===== src/hw/rtl/meter_serial_frame_parser_assert.svh =====
// assertion helpers shared by the parser rtl
`ifndef METER_SERIAL_FRAME_PARSER_ASSERT_SVH
`define METER_SERIAL_FRAME_PARSER_ASSERT_SVH

// same-cycle implication, off while reset is asserted
`define MSFP_ASSERT_NOW(lbl, clk, rst_n, ante, cons, msg) \
    lbl: assert property (@(posedge clk) disable iff (!(rst_n)) (ante) |-> (cons)) \
        else $error(msg);

// next-cycle implication, off while reset is asserted
`define MSFP_ASSERT_NEXT(lbl, clk, rst_n, ante, cons, msg) \
    lbl: assert property (@(posedge clk) disable iff (!(rst_n)) (ante) |=> (cons)) \
        else $error(msg);

`endif


===== src/hw/rtl/msfp_pkg.sv =====
`timescale 1ns / 1ps

package msfp_pkg;

    // configuration port
    localparam int APB_ADDR_W = 3;
    localparam int APB_DATA_W = 32;
    localparam logic REG_MAX_LEN = 1'b0;   // word index of max_frame_length

    localparam int CFG_W = 11;
    localparam logic [CFG_W-1:0] MAX_LEN_RESET = 11'd1000;

    localparam int COUNT_BITS_DEFAULT = 11;

    // framing bytes
    localparam logic [7:0] BYTE_STX   = 8'h02;
    localparam logic [7:0] BYTE_ETX   = 8'h03;
    localparam logic [7:0] BYTE_LF    = 8'h0a;
    localparam logic [7:0] BYTE_CR    = 8'h0d;
    localparam logic [7:0] BYTE_SPACE = 8'h20;

    localparam logic [7:0] CHECK_OFFSET = 8'h20;

    typedef logic [2:0] t_kind;

    localparam t_kind KIND_FRAME_START = 3'd0;
    localparam t_kind KIND_LABEL_CHAR  = 3'd1;
    localparam t_kind KIND_VALUE_CHAR  = 3'd2;
    localparam t_kind KIND_EXTRA_CHAR  = 3'd3;
    localparam t_kind KIND_GROUP_END   = 3'd4;
    localparam t_kind KIND_FRAME_END   = 3'd5;
    localparam t_kind KIND_ABANDON     = 3'd6;

    typedef struct packed {
        t_kind      kind;
        logic [7:0] char_data;
        logic       ok;
    } t_result;

endpackage


===== src/hw/rtl/msfp_rx_if.sv =====
`timescale 1ns / 1ps

interface msfp_rx_if;
    logic       valid;
    logic       ready;
    logic [7:0] rx_byte;

    modport source (output valid, output rx_byte, input ready);
    modport sink   (input valid, input rx_byte, output ready);
endinterface


===== src/hw/rtl/msfp_res_if.sv =====
`timescale 1ns / 1ps

interface msfp_res_if;
    logic       valid;
    logic       ready;
    logic [2:0] kind;
    logic [7:0] char_data;
    logic       ok;

    modport source (output valid, output kind, output char_data, output ok, input ready);
    modport sink   (input valid, input kind, input char_data, input ok, output ready);
endinterface


===== src/hw/rtl/msfp_apb_regs.sv =====
`timescale 1ns / 1ps

module msfp_apb_regs (
    input  logic                           i_clk,
    input  logic                           i_rst_n,
    input  logic                           psel,
    input  logic                           penable,
    input  logic                           pwrite,
    input  logic [msfp_pkg::APB_ADDR_W-1:0] paddr,
    input  logic [msfp_pkg::APB_DATA_W-1:0] pwdata,
    output logic [msfp_pkg::APB_DATA_W-1:0] prdata,
    output logic                           pready,
    output logic [msfp_pkg::CFG_W-1:0]      o_max_len
);
    import msfp_pkg::*;

    logic [CFG_W-1:0] r_max_len;
    logic             w_sel_len;

    // word decode, byte offset ignored
    assign w_sel_len = (paddr[APB_ADDR_W-1] == REG_MAX_LEN);

    always_ff @(posedge i_clk) begin
        if (!i_rst_n) begin
            r_max_len <= MAX_LEN_RESET;
        end else if (psel && penable && pwrite && w_sel_len) begin
            r_max_len <= pwdata[CFG_W-1:0];
        end
    end

    always_comb begin
        prdata = '0;
        if (w_sel_len) begin
            prdata = {{(APB_DATA_W-CFG_W){1'b0}}, r_max_len};
        end
    end

    assign pready    = 1'b1;
    assign o_max_len = r_max_len;

endmodule


===== src/hw/rtl/msfp_core.sv =====
`timescale 1ns / 1ps
`include "meter_serial_frame_parser_assert.svh"

module msfp_core #(
    parameter int COUNT_BITS = msfp_pkg::COUNT_BITS_DEFAULT
) (
    input  logic                      i_clk,
    input  logic                      i_rst_n,
    input  logic                      i_fire,
    input  logic [7:0]                i_byte,
    input  logic [msfp_pkg::CFG_W-1:0] i_max_len,
    output logic                      o_emit,
    output msfp_pkg::t_result         o_res
);
    import msfp_pkg::*;

    localparam int LW = (COUNT_BITS > CFG_W) ? COUNT_BITS : CFG_W;
    localparam logic [LW-1:0] COUNT_MAX = LW'((64'd1 << COUNT_BITS) - 64'd1);

    localparam logic [1:0] MODE_HUNT  = 2'd0;
    localparam logic [1:0] MODE_FRAME = 2'd1;
    localparam logic [1:0] MODE_GROUP = 2'd2;

    logic [1:0]            r_mode,  n_mode;
    logic [5:0]            r_sum,   n_sum;
    logic [7:0]            r_prev,  n_prev;
    logic [7:0]            r_pprev, n_pprev;
    logic [1:0]            r_body,  n_body;
    logic [1:0]            r_tok,   n_tok;
    logic                  r_in_tok, n_in_tok;
    logic [COUNT_BITS-1:0] r_count, n_count;
    logic                  r_good,  n_good;
    logic                  r_seen,  n_seen;
    logic                  r_lcr,   n_lcr;

    logic [LW-1:0] w_count_ext;
    logic [LW-1:0] w_len_ext;
    logic [LW-1:0] w_limit;
    logic [5:0]    w_diff;
    logic [7:0]    w_check;
    logic          w_group_ok;

    assign w_count_ext = LW'(r_count);
    assign w_len_ext   = LW'(i_max_len);
    assign w_limit     = (w_len_ext < COUNT_MAX) ? w_len_ext : COUNT_MAX;

    // checksum over the body less its last two bytes
    assign w_diff     = r_sum - r_prev[5:0] - r_pprev[5:0];
    assign w_check    = {2'b00, w_diff} + CHECK_OFFSET;
    assign w_group_ok = r_body[1] && r_tok[1] && (w_check == r_prev);

    always_comb begin
        n_mode   = r_mode;
        n_sum    = r_sum;
        n_prev   = r_prev;
        n_pprev  = r_pprev;
        n_body   = r_body;
        n_tok    = r_tok;
        n_in_tok = r_in_tok;
        n_count  = r_count;
        n_good   = r_good;
        n_seen   = r_seen;
        n_lcr    = r_lcr;
        o_emit   = 1'b0;
        o_res    = '0;

        unique case (r_mode) inside
            MODE_FRAME, MODE_GROUP: begin
                if (i_byte == BYTE_ETX) begin
                    n_mode     = MODE_HUNT;
                    o_emit     = 1'b1;
                    o_res.kind = KIND_FRAME_END;
                    o_res.ok   = r_seen && r_good && r_lcr;
                end else if (w_count_ext >= w_limit) begin
                    n_mode     = MODE_HUNT;
                    o_emit     = 1'b1;
                    o_res.kind = KIND_ABANDON;
                end else begin
                    n_count = r_count + 1'b1;
                    if (r_mode == MODE_FRAME) begin
                        n_lcr = 1'b0;
                        if (i_byte == BYTE_LF) begin
                            n_mode   = MODE_GROUP;
                            n_sum    = '0;
                            n_prev   = '0;
                            n_pprev  = '0;
                            n_body   = '0;
                            n_tok    = '0;
                            n_in_tok = 1'b0;
                        end
                    end else if (i_byte == BYTE_CR) begin
                        n_seen     = 1'b1;
                        n_good     = r_good && w_group_ok;
                        n_mode     = MODE_FRAME;
                        n_lcr      = 1'b1;
                        o_emit     = 1'b1;
                        o_res.kind = KIND_GROUP_END;
                        o_res.ok   = w_group_ok;
                    end else begin
                        n_sum   = r_sum + i_byte[5:0];
                        n_pprev = r_prev;
                        n_prev  = i_byte;
                        if (!r_body[1]) begin
                            n_body = r_body + 2'd1;
                        end
                        if (i_byte == BYTE_SPACE) begin
                            n_in_tok = 1'b0;
                        end else begin
                            // first char of a token bumps the token index
                            if (!r_in_tok) begin
                                n_in_tok = 1'b1;
                                if (r_tok != 2'd3) begin
                                    n_tok = r_tok + 2'd1;
                                end
                            end
                            o_emit          = 1'b1;
                            o_res.kind      = {1'b0, n_tok};
                            o_res.char_data = i_byte;
                        end
                    end
                end
            end
            default: begin
                // hunting, unused code behaves the same
                if (i_byte == BYTE_STX) begin
                    n_mode     = MODE_FRAME;
                    n_count    = '0;
                    n_good     = 1'b1;
                    n_seen     = 1'b0;
                    n_lcr      = 1'b0;
                    o_emit     = 1'b1;
                    o_res.kind = KIND_FRAME_START;
                end
            end
        endcase
    end

    always_ff @(posedge i_clk) begin
        if (!i_rst_n) begin
            r_mode   <= MODE_HUNT;
            r_sum    <= '0;
            r_prev   <= '0;
            r_pprev  <= '0;
            r_body   <= '0;
            r_tok    <= '0;
            r_in_tok <= 1'b0;
            r_count  <= '0;
            r_good   <= 1'b1;
            r_seen   <= 1'b0;
            r_lcr    <= 1'b0;
        end else if (i_fire) begin
            r_mode   <= n_mode;
            r_sum    <= n_sum;
            r_prev   <= n_prev;
            r_pprev  <= n_pprev;
            r_body   <= n_body;
            r_tok    <= n_tok;
            r_in_tok <= n_in_tok;
            r_count  <= n_count;
            r_good   <= n_good;
            r_seen   <= n_seen;
            r_lcr    <= n_lcr;
        end
    end

    `MSFP_ASSERT_NOW(a_char_only_in_group, i_clk, i_rst_n, i_fire && o_emit && (o_res.kind == KIND_LABEL_CHAR || o_res.kind == KIND_VALUE_CHAR || o_res.kind == KIND_EXTRA_CHAR), r_mode == MODE_GROUP, "token char outside a group")
    `MSFP_ASSERT_NOW(a_ok_only_on_verdict, i_clk, i_rst_n, o_emit && o_res.ok, o_res.kind == KIND_GROUP_END || o_res.kind == KIND_FRAME_END, "ok set on a kind without verdict")
    `MSFP_ASSERT_NEXT(a_group_end_leaves_group, i_clk, i_rst_n, i_fire && o_emit && o_res.kind == KIND_GROUP_END, r_mode == MODE_FRAME && r_lcr && r_seen, "group end did not return to frame")

endmodule


===== src/hw/rtl/meter_serial_frame_parser.sv =====
`timescale 1ns / 1ps
`include "meter_serial_frame_parser_assert.svh"

// byte-stream decoder for historic-mode meter telemetry frames. each received
// byte goes in on i_rx; frame start, token characters (tagged label, value or
// extra), group end with checksum verdict, frame end with frame verdict and
// frame abandon come out on o_res, at most one request per byte. while o_res is
// not stalled one byte is taken every cycle: the decode is a single pass of logic
// between the input register and the result register, so throughput is one byte
// per clock; a byte's result is captured in the result register and offered on
// o_res from there. a result left waiting on o_res holds the decode, and the
// input closes once the input register is full as well. max_frame_length sits at
// apb address 0 and should be changed only while the parser is idle.
// there is no clearing pass after reset.
module meter_serial_frame_parser #(
    parameter int COUNT_BITS = msfp_pkg::COUNT_BITS_DEFAULT
) (
    input  logic                            i_clk,
    input  logic                            i_rst_n,
    msfp_rx_if.sink                         i_rx,
    msfp_res_if.source                      o_res,
    input  logic                            psel,
    input  logic                            penable,
    input  logic                            pwrite,
    input  logic [msfp_pkg::APB_ADDR_W-1:0] paddr,
    input  logic [msfp_pkg::APB_DATA_W-1:0] pwdata,
    output logic [msfp_pkg::APB_DATA_W-1:0] prdata,
    output logic                            pready
);
    import msfp_pkg::*;

    // input register
    logic       r_in_vld;
    logic [7:0] r_in_byte;

    // result register
    logic       r_out_vld;
    t_result    r_out;

    logic             w_proc;
    logic             w_emit;
    t_result          w_res;
    logic [CFG_W-1:0] w_max_len;

    msfp_apb_regs u_regs (
        .i_clk     (i_clk),
        .i_rst_n   (i_rst_n),
        .psel      (psel),
        .penable   (penable),
        .pwrite    (pwrite),
        .paddr     (paddr),
        .pwdata    (pwdata),
        .prdata    (prdata),
        .pready    (pready),
        .o_max_len (w_max_len)
    );

    // a held byte is decoded once the result register has room
    assign w_proc = r_in_vld && (!r_out_vld || o_res.ready);

    // input side is open while empty or while the held byte moves on this cycle
    assign i_rx.ready = !r_in_vld || w_proc;

    msfp_core #(
        .COUNT_BITS (COUNT_BITS)
    ) u_core (
        .i_clk     (i_clk),
        .i_rst_n   (i_rst_n),
        .i_fire    (w_proc),
        .i_byte    (r_in_byte),
        .i_max_len (w_max_len),
        .o_emit    (w_emit),
        .o_res     (w_res)
    );

    always_ff @(posedge i_clk) begin
        if (!i_rst_n) begin
            r_in_vld <= 1'b0;
        end else if (i_rx.ready) begin
            r_in_vld <= i_rx.valid;
        end
    end

    always_ff @(posedge i_clk) begin
        if (i_rx.ready && i_rx.valid) begin
            r_in_byte <= i_rx.rx_byte;
        end
    end

    // result register: loads on a decoded byte, drains on downstream ready
    always_ff @(posedge i_clk) begin
        if (!i_rst_n) begin
            r_out_vld <= 1'b0;
        end else if (w_proc) begin
            r_out_vld <= w_emit;
        end else if (o_res.ready) begin
            r_out_vld <= 1'b0;
        end
    end

    always_ff @(posedge i_clk) begin
        if (w_proc && w_emit) begin
            r_out <= w_res;
        end
    end

    assign o_res.valid     = r_out_vld;
    assign o_res.kind      = r_out.kind;
    assign o_res.char_data = r_out.char_data;
    assign o_res.ok        = r_out.ok;

    `MSFP_ASSERT_NEXT(a_held_byte_kept, i_clk, i_rst_n, r_in_vld && !w_proc, r_in_vld && $stable(r_in_byte), "held input byte lost")
    `MSFP_ASSERT_NOW(a_take_only_when_moving, i_clk, i_rst_n, i_rx.valid && i_rx.ready && r_in_vld, w_proc, "input byte overwritten")
    `MSFP_ASSERT_NEXT(a_emit_reaches_output, i_clk, i_rst_n, w_proc && w_emit, r_out_vld, "decoded request dropped")

endmodule


===== src/flat_wrapper.sv =====
// flat-port wrapper written by rule: the top's interface ports become plain ports
module meter_serial_frame_parser_flat import msfp_pkg::*;
#(
    parameter int COUNT_BITS = msfp_pkg::COUNT_BITS_DEFAULT
)
  (i_clk, i_rst_n, psel, penable, pwrite, paddr, pwdata, prdata, pready, i_rx_valid, i_rx_rx_byte, i_rx_ready, o_res_valid, o_res_kind, o_res_char_data, o_res_ok, o_res_ready);
  msfp_rx_if i_rx_i ();
  msfp_res_if o_res_i ();
  input  logic i_clk;
  input  logic i_rst_n;
  input  logic psel;
  input  logic penable;
  input  logic pwrite;
  input  logic [msfp_pkg::APB_ADDR_W-1:0] paddr;
  input  logic [msfp_pkg::APB_DATA_W-1:0] pwdata;
  output logic [msfp_pkg::APB_DATA_W-1:0] prdata;
  output logic pready;
  input wire logic [$bits(i_rx_i.valid)-1:0] i_rx_valid;
  input wire logic [$bits(i_rx_i.rx_byte)-1:0] i_rx_rx_byte;
  output wire logic [$bits(i_rx_i.ready)-1:0] i_rx_ready;
  output wire logic [$bits(o_res_i.valid)-1:0] o_res_valid;
  output wire logic [$bits(o_res_i.kind)-1:0] o_res_kind;
  output wire logic [$bits(o_res_i.char_data)-1:0] o_res_char_data;
  output wire logic [$bits(o_res_i.ok)-1:0] o_res_ok;
  input wire logic [$bits(o_res_i.ready)-1:0] o_res_ready;
  assign i_rx_i.valid = i_rx_valid;
  assign i_rx_i.rx_byte = i_rx_rx_byte;
  assign i_rx_ready = i_rx_i.ready;
  assign o_res_valid = o_res_i.valid;
  assign o_res_kind = o_res_i.kind;
  assign o_res_char_data = o_res_i.char_data;
  assign o_res_ok = o_res_i.ok;
  assign o_res_i.ready = o_res_ready;
  meter_serial_frame_parser #(.COUNT_BITS(COUNT_BITS)) u_core (.i_clk(i_clk), .i_rst_n(i_rst_n), .i_rx(i_rx_i), .o_res(o_res_i), .psel(psel), .penable(penable), .pwrite(pwrite), .paddr(paddr), .pwdata(pwdata), .prdata(prdata), .pready(pready));
endmodule

===== config.mk =====
export PLATFORM = sky130hd
export DESIGN_NAME = meter_serial_frame_parser_flat
export DESIGN_NICKNAME = d
export VERILOG_FILES = /design/src/hw/rtl/msfp_pkg.sv /design/src/hw/rtl/msfp_rx_if.sv /design/src/hw/rtl/msfp_res_if.sv /design/src/hw/rtl/msfp_apb_regs.sv /design/src/hw/rtl/msfp_core.sv /design/src/hw/rtl/meter_serial_frame_parser.sv /design/src/flat_wrapper.sv
export VERILOG_INCLUDE_DIRS = /design/src /design/src/hw/rtl
export SDC_FILE = /design/constraint.sdc
export NUM_CORES = 1
export LEC_CHECK = 0
export ABC_AREA = 1
export BUFFER_PORTS_ARGS = -buffer_cell sky130_fd_sc_hd__buf_2
export CORE_ASPECT_RATIO = 0.5
export CORE_MARGIN = 4
export CORE_UTILIZATION = 50
export DETAILED_ROUTE_END_ITERATION = 6
export PLACE_DENSITY = 0.71
export RECOVER_POWER = 100
export SETUP_SLACK_MARGIN = 0.5
export SYNTH_ARGS = -nofsm -noshare
export SYNTH_HDL_FRONTEND = slang
export SYNTH_HIERARCHICAL = 1
export SYNTH_SLANG_ARGS = --single-unit

===== constraint.sdc =====
create_clock -name i_clk -period 7.36 [get_ports i_clk]
set_input_delay 0.736 -clock i_clk [delete_from_list [all_inputs] [get_ports i_clk]]
set_output_delay 0.736 -clock i_clk [all_outputs]
set_load 0.005 [all_outputs]

# Yosys cells after proc, flatten, opt, wreduce, memory -nomap -nowiden
# Cells that the tools add are included.
# totals
regBits,74
inputBits,50
out_inout_bits,47
elab_cells,150
# classes
addsub,7
magnitude_cmp,2
eq_ne,20
mux,70
n_bitwise,4
reduce_logical,27
# op_table
cell,n
two-way mux 11 bit,6
two-way mux 2 bit,19
two-way mux 8 bit,4
two-way mux 1 bit,31
two-way mux 6 bit,5
== test 8 x 2 -> 1 bit (second input constant),2
== test 8 x 4 -> 1 bit (second input constant),2
inequality test 2 bit (second input constant),7
AND reduction 7 bit,2
two-way mux 12 bit,1
AND reduction 6 bit,2
subtractor 6 bit,2
adder 11 x 1 -> 11 bit (second input constant),1
greater-or-equal comparator 11 bit,1
logical AND 1 bit,11
less-than comparator 11 bit (second input constant),1
two-way mux 10 bit,1
inequality test 5 bit (second input constant),2
two-way mux 3 bit,3
== test 7 x 8 -> 1 bit,1
== test 8 x 6 -> 1 bit (second input constant),1
AND reduction 4 bit,2
adder 6 x 6 -> 7 bit (second input constant),1
adder 6 bit,1
other kinds (12),21

# Depth between registers and ports, before layout
# logic_depth
word_depth,11
depth_mapped,18
depth_no_buf,18

# Cells and area by module
# The synthesis kept the hierarchy.
# by_module_without_submodules
mod,n_inst,cells_per_inst,area_per_inst_um2,seq_area_each_um2
msfp_core,1,479,3238.1,820.8
meter_serial_frame_parser,1,37,708.2,640.6
msfp_apb_regs,1,111,704.4,220.2

# Least setup slack after synthesis
# Ideal clock, no wire load.
# synth_timing
kind,register to register
from,reg u_core.u_core.r_mode[0]
to,"reg u_core.r_out (netlist bit u_core/o_res.char_data[0]), enable pin"
setup_ns,0.396
arrival_ns,2.249
required_ns,6.964
path_slack_ns,4.715
path_stages_with_launch,10
path_buffers,1
synth_period_minus_slack_ns,2.645
cell_sequence,dfxtp_1 inv_1 ha_1 buf_4 inv_2 nor2_1 nand4_1 nand3_1 inv_1 nor3_1
# synth_via
elab_chain_cells,6
elab_cells_between_ends,8
classes_between,eq/ne: 2; mux: 4; reduce/logical: 2
# synth_rtl
element,line,source
from (decl),msfp_core.sv:24,"logic [1:0] r_mode, n_mode;"
from (signal assigned),msfp_core.sv:152,r_mode <= n_mode;
== test 2 x 1 -> 1 bit,msfp_core.sv:80,if (r_mode == MODE_FRAME) begin
two-way mux 1 bit,msfp_core.sv:80,
two-way mux 1 bit,msfp_core.sv:74,end else if (w_count_ext >= w_limit) begin
two-way mux 1 bit,msfp_core.sv:69,if (i_byte == BYTE_ETX) begin
two-way mux 1 bit (*),msfp_core.sv:67,unique case (r_mode) inside
net u_core.w_emit,meter_serial_frame_parser.sv:41,logic w_emit;
logical AND 1 bit (*),meter_serial_frame_parser.sv:102,if (w_proc && w_emit) begin
to (signal assigned),meter_serial_frame_parser.sv:103,r_out <= w_res;
to (decl),meter_serial_frame_parser.sv:38,t_result r_out;
# The timed path passes the listed nets; every way through them passes the cells marked *.
# A chain may end at the register's enable or synchronous reset.

# Worst setup path after layout
# layout_timing
from,reg u_core.u_core.r_count[6]
to,reg u_core.u_core.r_sum[2]
# layout_via
elab_chain_cells,3
# layout_rtl
element,line,source
from (decl),msfp_core.sv:31,"logic [COUNT_BITS-1:0] r_count, n_count;"
from (signal assigned),msfp_core.sv:159,r_count <= n_count;
greater-or-equal comparator 11 bit,msfp_core.sv:74,
NOT 1 bit (no source line),--,
AND reduction 6 bit (no source line),--,
to (signal assigned),msfp_core.sv:153,r_sum <= n_sum;
to (decl),msfp_core.sv:25,"logic [5:0] r_sum, n_sum;"
# No other way between the ends.

==> qor.yml <==
outcome: "finished with violations"
violations: "capacitance limit, slew limit"
gp_congestion: 0.837
dr.pass1.iters: 5
cts_buffers: 9
min_period_ns: 4.19
maxCapViolCount: 1
pwr-share-comb_pct: 5.1
cp_common_cell: "nand2_1"
cts-root-buf: "clkbuf_16"
netSwitchingPower_mw: 0.207
clockBufferDepth: 2
synth_top_area_share_pct: 23.2
seqPwrFrac_pct: 47.0
fp.dieW_um: 144
path_class: "reg2reg"
yosysWarnings: 6
synthAdderAreaFrac_pct: 9.58
path_cells: "ha_1, a21oi_1, nand2_1, nand2_1, nand2_1, nor2_1, nand2_1, clkinvlp_2, nand2_1, nor2_1, nand2_1, a21oi_1"
worst_slew_pin_slew_ns: 1.63
finalHoldViolCount: 0
syn_inst: 627
fillerInstances: 857
finalSetupTns_ns: 0
grt_pass1_vias: 3559
grt_use_total_pct: 18.0
synth.area.top_cells: "dfxtp_1 (23%), edfxtp_1 (13%), nand2_1 (12%)"
cp.required_ns: 7.63
maxClockFrequency_mhz: 239
cpPeakStageDelay_ns: 1.27
htree_levels: 3
r2r_setup_slack_ns: 3.17
syn_to_final_growth_pct: 9.01
grt_remaining_overflow: 0
drt_iter0_drc: 176
crit_path_end_kind: "flip-flop"
critical_path.top_delay_family: "simple AND/OR/NAND/NOR gates"
grt_max_degree: 25
yosys-mux-area-fraction_pct: 0
clk_latency_ns: 0.34
power_frac_clock_pct: 47.9
synth-compound-area-share_pct: 8.47
hp-class: "reg2reg"
vias: 3799
cts_resized: 0
num_rows: 24
synth-edff-count: 20
numPortBuffers: 51
routed_via_density: 4.77
hold_buffers: 0
cp.arrival_ns: 4.46
critPathLaunchType: "flip-flop"
die_area_um2: 11000
postRouteAntennaNets: 0
drive_above_1_share_pct: 12.8
die_y_um: 76.2
ys_seq_elements: 74
drv_slew: 13
crit_slowest_cell: "nor2_1"
coreArea_um2: 8890
yosys.area_share.simple_pct: 29.1
pre_cts_ws_ns: 4.38
wire_per_inst_um: 11.5
setup_viol: 0
wirelength_um: 9140
diodes: 0
clkSlewWorstSetupHoldPaths_ns: 0.06
postSynth.asyncResetShare_pct: 0
relSlewSlack_pct: -9.59
p_sw_share_pct: 22.8
critPathMaxFanout: 24
grt_first_pass_wirelength_um: 16000
powerDensity_nw_per_um2: 180
synthFlopType: "dfxtp_1"
critical_path_buf_inv_count: 1
cts_tree: "yes"
period_share_pct: 56.9
clock-sinks: 74
cellLeakagePower_nw: 2.27
synth_common_cells: "nand2_1 (152), inv_1 (81), nor2_1 (64), dfxtp_1 (54), nand3_1 (46)"
synth_area_um2: 4650
fin_nets: 757
ios: 97
fin_skew_ns: 0.00786
p_int_mw: 0.704
setup_slack_ns: 3.17
synth.distinct_cells: 41
drc: 0
synth_xor_xnor_area_share_pct: 3.20
synth_top_family_by_area: "simple AND/OR/NAND/NOR gates"
syn_area_per_cell_um2: 7.42
yosysMostFrequentCell: "nand2_1"
initial_core_util_pct: 52.3
peakVddDrop_mv: 0.116
post_cts_buffers: 0
synth_top_cell_by_area: "dfxtp_1"
yosysSeqAreaShare_pct: 36.2
dp_hpwl_um: 6960
rsz0062_at_grt: "false"
antenna_found_initial: 0
layout by cell type, fill, tap and decap left out, drive strengths merged, types with 13 or more instances in the layout:
| master | Yosys | layout |
|---|---|---|
| clkbuf | 5 | 28 |
| inv | 90 | 92 |
| nor3 | 13 | 13 |
| ha | 26 | 26 |
| nand3 | 47 | 47 |
| buf | 30 | 33 |
| nand2 | 167 | 167 |
| dfxtp | 54 | 54 |
| a21oi | 49 | 49 |
| edfxtp | 20 | 20 |
| nor2 | 71 | 71 |
| conb | 2 | 22 |
power groups by stage:
stage | sequential (mW) | clock [mW] | combinational (mW)
after CTS | 0.429 | 0.448 | 0.0479
after global routing | 0.429 | 0.470 | 0.0537
after floorplan | 0.435 | 0 | 0.0405
final | 0.428 | 0.437 | 0.0462
after global placement | 0.437 | 0 | 0.0470
after detailed placement | 0.437 | 0 | 0.0477
path summary, 6_finish.rpt:
check        depth (start not counted)                      to                     start
max                                 12  u_core/u_core/r_sum[2]  u_core/u_core/r_count[6]
min                                  2    u_core/u_core/r_good      u_core/u_core/r_good
max reg2reg                         12  u_core/u_core/r_sum[2]  u_core/u_core/r_count[6]
min reg2reg                          2    u_core/u_core/r_good      u_core/u_core/r_good
per-stage QoR:
| stage | power, mW | util [%] | std cells | area (um^2) | hold slack, ns |
|---|---|---|---|---|---|
| after detailed placement | 0.485 | 54.9 | 781 | 4880 | 0.452 |
| final | 0.911 | 57.0 | 797 | 5070 | 0.453 |
| after global placement | 0.484 | 54.9 | 781 | 4880 | 0.444 |
| after global routing | 0.953 | 57.0 | 797 | 5070 | 0.480 |
| after floorplan | 0.476 | - | 647 | 4730 | 0.426 |
| after CTS | 0.925 | 58.3 | 797 | 5180 | 0.461 |
sequential cells by signal, summed over array words and instances (netlist names):
name	flops
u_core/u_core/r_count	11
u_core/u_core/r_good	1
u_core/u_regs/o_max_len	11
u_core/o_res.kind	3
u_core/u_core/r_lcr	1
u_core/u_core/r_mode	2
u_core/u_core/r_pprev	6
u_core/u_core/r_in_tok	1
u_core/u_core/r_seen	1
u_core/r_in_vld	1
u_core/o_res.valid	1
u_core/r_in_byte	8
u_core/o_res.char_data	8
u_core/o_res.ok	1
u_core/u_core/r_prev	8
u_core/u_core/r_sum	6
u_core/u_core/r_body	2
u_core/u_core/r_tok	2
cells by family (layout without fill, tap and decap cells):
family,after synthesis,count (layout)
AOI/OAI and AO/OA,65,65
xor gates and xnor gates,17,17
adders and majority gates,32,32
buffers and inverters,130,163
DFF,74,74
other,2,22
and+or+nand+nor,307,307
metal layers:
| metal | global-route usage, % | wire length (um) | part of all wire, % | vias up |
|---|---|---|---|---|
| li1 | - | - | - | 2030 |
| met1 | 21.7 | 4190 | 46 | 1684 |
| met2 | 30.4 | 4330 | 47 | 76 |
| met3 | 5.89 | 508 | 5.6 | 9 |
| met4 | 5.77 | 109 | 1.2 | 0 |
| met5 | 0 | 0 | 0 | - |
worst min-delay path: stages (launching register included):
cell and delay, ns:
dfxtp_1 0.31, nand2_1 0.06, nand2_1 0.04
cell type report:
class | count | area, um^2 | share of cell area (%)
Clock buffer | 9 | 225 | 4.44
Clock inverter | 7 | 76.3 | 1.51
Inverter | 95 | 358 | 7.06
Multi-Input combinational cell | 443 | 2340 | 46.1
Sequential cell | 74 | 1680 | 33.2
Tap cell | 117 | 146 | 2.89
Timing Repair Buffer | 52 | 244 | 4.81
(Power assumes the default switching activity.)
